[src/design/msdc_pkg.sv]
// Package for the motion sensor debounce counter.
// Holds the state and snapshot structs, register indexes and action codes.
// No dependencies.
`default_nettype none

package msdc_pkg;

  localparam int unsigned TimeW   = 32;
  localparam int unsigned FiltW   = 16;
  localparam int unsigned CfgIdxW = 1;
  localparam int unsigned CfgW    = 32;

  // Register indexes on the configuration port
  localparam logic [CfgIdxW-1:0] CFG_WARMUP = 1'd0;
  localparam logic [CfgIdxW-1:0] CFG_FILTER = 1'd1;

  // Action codes of an input request
  localparam logic ACT_SAMPLE  = 1'b0;
  localparam logic ACT_RESTART = 1'b1;

  localparam logic [TimeW-1:0] WARMUP_RESET = 32'd60000;
  localparam logic [FiltW-1:0] FILTER_RESET = 16'd50;

  // Debounce and warm-up state carried from request to request
  typedef struct packed {
    logic             raw;
    logic             stable;
    logic             cand;
    logic             cand_counts;
    logic             ready;
    logic [TimeW-1:0] start_time;
    logic [TimeW-1:0] cand_time;
    logic [TimeW-1:0] event_total;
    logic [TimeW-1:0] motion_time;
  } state_t;

  // Snapshot returned for every request
  typedef struct packed {
    logic             ready_res;
    logic             raw_level;
    logic             motion_active;
    logic [TimeW-1:0] motion_events;
    logic [TimeW-1:0] last_motion_time;
    logic [TimeW-1:0] warmup_remaining;
  } snap_t;

  // One registered request
  typedef struct packed {
    logic             action;
    logic [TimeW-1:0] now_time;
    logic             level;
  } req_t;

endpackage

`default_nettype wire

[src/design/msdc_update.sv]
// Next-state and snapshot logic for one request of the debounce counter.
// Pure combinational; uses msdc_pkg.
`default_nettype none

module msdc_update
  import msdc_pkg::*;
(
  input  req_t             req_i,
  input  state_t           state_i,
  input  logic [TimeW-1:0] warmup_time_i,
  input  logic [FiltW-1:0] filter_time_i,
  output state_t           state_o,
  output snap_t            snap_o
);

  logic             chg;
  logic             cand_n;
  logic             cc_n;
  logic [TimeW-1:0] ct_n;
  logic [TimeW-1:0] held;
  logic             promote;
  logic             count_evt;
  logic [TimeW-1:0] since_start;
  logic [TimeW-1:0] elapsed;

  // Sample path
  assign chg       = req_i.level != state_i.cand;
  assign cand_n    = chg ? req_i.level : state_i.cand;
  assign cc_n      = chg ? state_i.ready : state_i.cand_counts;
  assign ct_n      = chg ? req_i.now_time : state_i.cand_time;
  assign held      = req_i.now_time - ct_n;
  assign promote   = (cand_n != state_i.stable) && (held >= TimeW'(filter_time_i));
  assign count_evt = promote && cc_n && !state_i.stable && cand_n;
  assign since_start = req_i.now_time - state_i.start_time;

  always_comb begin
    if (req_i.action == ACT_RESTART) begin
      state_o.raw         = req_i.level;
      state_o.stable      = req_i.level;
      state_o.cand        = req_i.level;
      state_o.cand_counts = 1'b0;
      state_o.ready       = 1'b0;
      state_o.start_time  = req_i.now_time;
      state_o.cand_time   = req_i.now_time;
      state_o.event_total = '0;
      state_o.motion_time = '0;
    end else begin
      state_o.raw         = req_i.level;
      state_o.stable      = promote ? cand_n : state_i.stable;
      state_o.cand        = cand_n;
      state_o.cand_counts = promote ? 1'b0 : cc_n;
      state_o.ready       = state_i.ready || (since_start >= warmup_time_i);
      state_o.start_time  = state_i.start_time;
      state_o.cand_time   = ct_n;
      state_o.event_total = count_evt ? state_i.event_total + 1'b1 : state_i.event_total;
      state_o.motion_time = count_evt ? req_i.now_time : state_i.motion_time;
    end
  end

  // Latest time is always this request's time, so elapsed follows from it
  assign elapsed = req_i.now_time - state_o.start_time;

  always_comb begin
    snap_o.ready_res        = state_o.ready;
    snap_o.raw_level        = state_o.raw;
    snap_o.motion_active    = state_o.ready && state_o.stable;
    snap_o.motion_events    = state_o.event_total;
    snap_o.last_motion_time = state_o.motion_time;
    snap_o.warmup_remaining = (!state_o.ready && (elapsed < warmup_time_i))
                              ? (warmup_time_i - elapsed) : '0;
  end

endmodule

`default_nettype wire

[src/design/motion_sensor_debounce_counter.sv]
// Motion sensor debounce counter with warm-up: top level.
// Input register, state registers, result register; uses msdc_pkg, msdc_update.
//
// Usage:
//   Input channel (in_valid_i / in_stall_o) carries one request: action
//   (sample or restart), a millisecond timestamp and the raw sensor level.
//   Output channel (out_valid_o / out_stall_i) returns one snapshot per
//   request, in order: ready flag, raw level, debounced motion, event count,
//   time of the last counted event and warm-up time left.
//   A snapshot is registered in the result register after its request leaves
//   the input register. Throughput is one request per cycle while the output
//   is not stalled; the state update is a few 32-bit subtractions and compares
//   between the input register and the state and result registers.
//   A stalled output holds its snapshot; the input register then holds its
//   request and in_stall_o rises only while that register is full.
//   Reset clears all debounce state as if restarted at time 0 with level 0,
//   loads warmup_time 60000 and stable_filter_time 50, and empties both
//   stages. Write the configuration registers only while no request is in
//   flight.
`default_nettype none

module motion_sensor_debounce_counter
  import msdc_pkg::*;
(
  input  logic               clk_i,
  input  logic               rst_ni,
  // configuration port
  input  logic               cfg_we_i,
  input  logic [CfgIdxW-1:0] cfg_idx_i,
  input  logic [CfgW-1:0]    cfg_data_i,
  // request channel
  input  logic               in_valid_i,
  output logic               in_stall_o,
  input  logic               action_i,
  input  logic [TimeW-1:0]   now_time_i,
  input  logic               level_sample_i,
  // snapshot channel
  output logic               out_valid_o,
  input  logic               out_stall_i,
  output logic               ready_res_o,
  output logic               raw_level_o,
  output logic               motion_active_o,
  output logic [TimeW-1:0]   motion_events_o,
  output logic [TimeW-1:0]   last_motion_time_o,
  output logic [TimeW-1:0]   warmup_remaining_o
);

  logic [TimeW-1:0] warmup_time_q;
  logic [FiltW-1:0] filter_time_q;

  logic   req_valid_q;
  req_t   req_q;
  state_t state_q, state_d;
  logic   out_valid_q;
  snap_t  snap_q, snap_d;

  logic   in_fire;
  logic   advance;

  // Configuration registers
  always_ff @(posedge clk_i or negedge rst_ni) begin
    if (!rst_ni) begin
      warmup_time_q <= WARMUP_RESET;
      filter_time_q <= FILTER_RESET;
    end else if (cfg_we_i) begin
      unique case (cfg_idx_i)
        CFG_WARMUP: warmup_time_q <= cfg_data_i;
        CFG_FILTER: filter_time_q <= cfg_data_i[FiltW-1:0];
        default:    ;
      endcase
    end
  end

  // Move the registered request on whenever the result register is free
  assign advance    = req_valid_q && (!out_valid_q || !out_stall_i);
  assign in_stall_o = req_valid_q && !advance;
  assign in_fire    = in_valid_i && !in_stall_o;

  always_ff @(posedge clk_i or negedge rst_ni) begin
    if (!rst_ni) begin
      req_valid_q <= 1'b0;
    end else if (in_fire) begin
      req_valid_q <= 1'b1;
    end else if (advance) begin
      req_valid_q <= 1'b0;
    end
  end

  always_ff @(posedge clk_i) begin
    if (in_fire) begin
      req_q.action   <= action_i;
      req_q.now_time <= now_time_i;
      req_q.level    <= level_sample_i;
    end
  end

  msdc_update u_update (
    .req_i         (req_q),
    .state_i       (state_q),
    .warmup_time_i (warmup_time_q),
    .filter_time_i (filter_time_q),
    .state_o       (state_d),
    .snap_o        (snap_d)
  );

  // Commit state as the request leaves the input register
  always_ff @(posedge clk_i or negedge rst_ni) begin
    if (!rst_ni) begin
      state_q <= '0;
    end else if (advance) begin
      state_q <= state_d;
    end
  end

  always_ff @(posedge clk_i or negedge rst_ni) begin
    if (!rst_ni) begin
      out_valid_q <= 1'b0;
    end else if (advance) begin
      out_valid_q <= 1'b1;
    end else if (!out_stall_i) begin
      out_valid_q <= 1'b0;
    end
  end

  always_ff @(posedge clk_i) begin
    if (advance) begin
      snap_q <= snap_d;
    end
  end

  assign out_valid_o        = out_valid_q;
  assign ready_res_o        = snap_q.ready_res;
  assign raw_level_o        = snap_q.raw_level;
  assign motion_active_o    = snap_q.motion_active;
  assign motion_events_o    = snap_q.motion_events;
  assign last_motion_time_o = snap_q.last_motion_time;
  assign warmup_remaining_o = snap_q.warmup_remaining;

  // Stall only when the input register is full
  a_stall_only_when_full : assert property (@(posedge clk_i) disable iff (!rst_ni)
    !req_valid_q |-> !in_stall_o)
    else $error("input stalled with empty request register");

  // Event count steps by at most one per request, or clears on restart
  a_count_step : assert property (@(posedge clk_i) disable iff (!rst_ni)
    advance |=> (state_q.event_total == $past(state_q.event_total)) ||
                (state_q.event_total == $past(state_q.event_total) + 1'b1) ||
                (state_q.event_total == '0))
    else $error("event count jumped");

  // A ready snapshot has no warm-up left and motion implies ready
  a_snap_consistent : assert property (@(posedge clk_i) disable iff (!rst_ni)
    out_valid_q |-> (!ready_res_o || (warmup_remaining_o == '0)) &&
                    (!motion_active_o || ready_res_o))
    else $error("inconsistent snapshot");

  // Nothing leaves the input register while the result register is blocked
  a_no_overwrite : assert property (@(posedge clk_i) disable iff (!rst_ni)
    (out_valid_q && out_stall_i) |=> out_valid_q && $stable(snap_q))
    else $error("snapshot overwritten under stall");

endmodule

`default_nettype wire
[config.mk]
export PLATFORM = sky130hd
export DESIGN_NAME = motion_sensor_debounce_counter
export DESIGN_NICKNAME = d
export VERILOG_FILES = /design/src/design/msdc_pkg.sv /design/src/design/msdc_update.sv /design/src/design/motion_sensor_debounce_counter.sv
export SDC_FILE = /design/constraint.sdc
export NUM_CORES = 1
export LEC_CHECK = 0
export ABC_AREA = 1
export CORE_MARGIN = 5
export CORE_UTILIZATION = 35
export CTS_BUF_LIST = sky130_fd_sc_hd__clkbuf_4 sky130_fd_sc_hd__clkbuf_8
export DETAILED_ROUTE_END_ITERATION = 10
export DONT_BUFFER_PORTS = 1
export HOLD_SLACK_MARGIN = 0.15
export PLACE_DENSITY = 0.52
export SKIP_CTS_REPAIR_TIMING = 1
export SYNTH_ARGS = -nofsm -noshare
export SYNTH_HDL_FRONTEND = slang
export SYNTH_SLANG_ARGS = --single-unit
[constraint.sdc]
create_clock -name clk_i -period 14.35 [get_ports clk_i]
set_input_delay 0.7175 -clock clk_i [delete_from_list [all_inputs] [get_ports clk_i]]
set_output_delay 0.7175 -clock clk_i [all_outputs]
set_load 0.005 [all_outputs]
==> metrics.cfg <==
[min_path]
min_from=cfg_data_i[14]
hold_depth=2
hold_end=warmup_time_q[14]
hold_path.class=in -> reg

[sta]
tns_ns=0
maxSlewViolCount=0
finalHoldViolCount=0
worst_slew_pin_slew_ns=1.15
relSlewSlack=0.235
fin_crit_sh=0.464
period_minus_slack_ns=6.65
skew_ns=0.0380
max_freq_mhz=150
setup_violations=0
rsz0062_at_grt=no

[clocking]
cts_buffers=58
htreeDepth=2
cts_tree=done
path_clk_slew_ns=0.06
clkLatencyLatePin_ns=0.66
cts.sinks=315
cts_root_buffer=clkbuf_8
clk_path_buf_depth=3

[detailed_routing]
drt_iter0_drc=1371
viasPerCell=5.14
wire_per_inst_um=18.5
drc=0
postRouteAntennaNets=0
via_count=19800
totalWireLength_mm=71.4
drt-pass1-iter-count=7

[placed_design]
io_buffers=0
gp_congestion=0.885
dp_hpwl_mm=53.7
placed_cell_area_um2=22900

[floorplanning]
std_cell_rows=92
start_util=0.353
boundaryPins=173
die_h_um=262
core_um2=62900
die-area_um2=68500
dieWidth_um=262

[layout]
regArea_um2=8560
drive_above_1_share=0.0476
area_growth_pct=10.7
fillerInstances=6574
stdcell_area_um2=24500
multi_input_area_um2=11700
fin_nets=3195

[global_routing]
grt_remaining_overflow=0
grt_util_all_layers=0.203
grt_max_degree=183
grt_first_pass_wirelength_mm=110
grt_pass1_vias=18900
grt_antenna_before_repair=4

[logic_synthesis]
seq_area_frac_synth=0.386
yosysUniqueCellTypes=50
ys_async_sr_fraction=0.578
yosys_warnings=0
syn_inst=2943
netlist.area_leader.share=0.194
synth_nets=3184
synth_edf_count=133
syn_area_um2=22200
yosysTopAreaCell=dfrtp_1
synth_ff_type=dfrtp_1
synth_area_leaders=dfrtp_1 (19%), edfxtp_1 (18%), nand2_1 (13%), ha_1 (9.4%), inv_1 (6.8%)
synth_area_per_cell_um2=7.53
synth-seq-cells=315

[critical_path]
cp_max_fo=98
r2r-start=req_q[33]
slowest_stage=buf_4
critical_path_required_ns=14.80
critPathCaptureType=register
reg2regPathDepth=30
crit_type=reg -> reg
max_stage_delay_ns=0.68
worstReg2RegEnd=warmup_remaining_o[29]
worst_ep_arrival_time_ns=7.10
critPathMostFrequentCell=nand2_1
rrSetupSlack_ns=7.70
cp-start-kind=register

[status]
status=complete, no violations

[power_and_ir_drop]
ir_worst_vdd_uv=94.2
power.density_nw_per_um2=179
p_leak_nw=11.8

[run]
max_cap_violations=0

==> report_power, final <==
group | switching [mW] | total [mW] | internal, mW | leakage (nW)
clock network | 0.411 | 0.928 | 0.517 | 0.651
registers | 0.110 | 1.25 | 1.14 | 3.62
logic | 1.45 | 2.22 | 0.765 | 7.51
==> synthesized netlist by cell type, types with 33 or more instances <==
cell      instances
and3_1           33
dfrtp_1         172
edfxtp_1        133
nor3_1           34
o21ai_0         197
clkbuf_1         63
nand2_1         778
xnor2_1          49
nand3_1         178
a21oi_1         215
ha_1            166
inv_1           401
xor2_1           79
o221ai_1         34
nor2_1          204
nand4_1          59
==> cells in the final DEF (no fill, tap or decap), drive strengths merged, types with 18 or more instances in the layout <==
master,instances
o21ai,199
nand4,59
o221ai,34
nor3,34
a21oi,215
dfrtp,172
inv,403
ha,166
nor2,206
clkinv,18
and3,33
nand2,782
xor2,79
xnor2,49
clkbuf,84
edfxtp,133
nand3,180
dlygate4sd3,35
==> metal layers <==
metal	GRT usage	wire length [um]	vias up
met5	0	0	-
met4	0.0504	1450	0
met3	0.0361	3900	85
met2	0.325	32500	469
met1	0.287	33600	9413
li1	-	-	9821
==> how the worst max path moves through the flow <==
| stage | depth (start not counted) | from | slack, ns | to |
|---|---|---|---|---|
| 2_1_floorplan | 33 | req_q[33] | 9.33 | warmup_remaining_o[20] |
| 3_3_place_gp | 30 | req_q[33] | 7.91 | warmup_remaining_o[29] |
| 3_5_place_dp | 31 | req_q[33] | 7.79 | warmup_remaining_o[29] |
| 4_1_cts | 31 | req_q[33] | 7.70 | warmup_remaining_o[29] |
| 5_1_grt | 31 | req_q[33] | 6.87 | warmup_remaining_o[29] |
| 6_report | 30 | req_q[33] | 7.70 | warmup_remaining_o[29] |
==> state kept, by name (all words and copies together) (netlist names) <==
signal and cells:
req_q 34, warmup_remaining_o 32, motion_events_o 32, raw_level_o 1, req_valid_q 1, ready_res_o 1
filter_time_q 16, warmup_time_q 32, state_q 132, motion_active_o 1, last_motion_time_o 32, out_valid_o 1
==> logic make-up (layout without fill, tap and decap cells) <==
kind of cell,after synthesis,in the layout,share of synthesized area
compound gates,516,516,0.130
xor+xnor,128,128,0.0506
fa+ha+maj,169,169,0.0964
buf+inv,498,559,0.0868
flops,315,315,0.386
other cells,0,2,0
simple gates,1317,1317,0.250
==> area by class of cell <==
cell class	instances	area share
clock inverter	26	0.00903
inverter	403	0.0620
tap	846	0.0431
antenna	2	0.000204
multi-input combinational	2130	0.477
clock buffer	84	0.0418
timing repair buffer	46	0.0185
sequential	315	0.349
==> worst max-delay path: cells and delay by family (launching register included) <==
family                     cells  cell delay (ns)
DFF                            1             0.32
AOI/OAI and AO/OA             11             2.52
buffers and inverters          4             0.91
adders and majority gates      3             0.85
and+or+nand+nor               11             1.73
xor gates and xnor gates       1             0.11
==> per-stage QoR <==
stage	util	cells	power, mW	hold slack, ns	worst slack [ns]
final	0.390	3852	4.40	0.217	7.70
after global routing	0.390	3851	4.80	0.194	6.87
after CTS	0.384	3814	4.42	-0.300	7.70
after detailed placement	0.364	3704	3.46	0.438	7.79
after global placement	0.364	3704	3.43	0.435	7.91
after floorplan	-	2943	2.86	0.422	9.33
No activity file was read; power rests on OpenSTA's default activity.
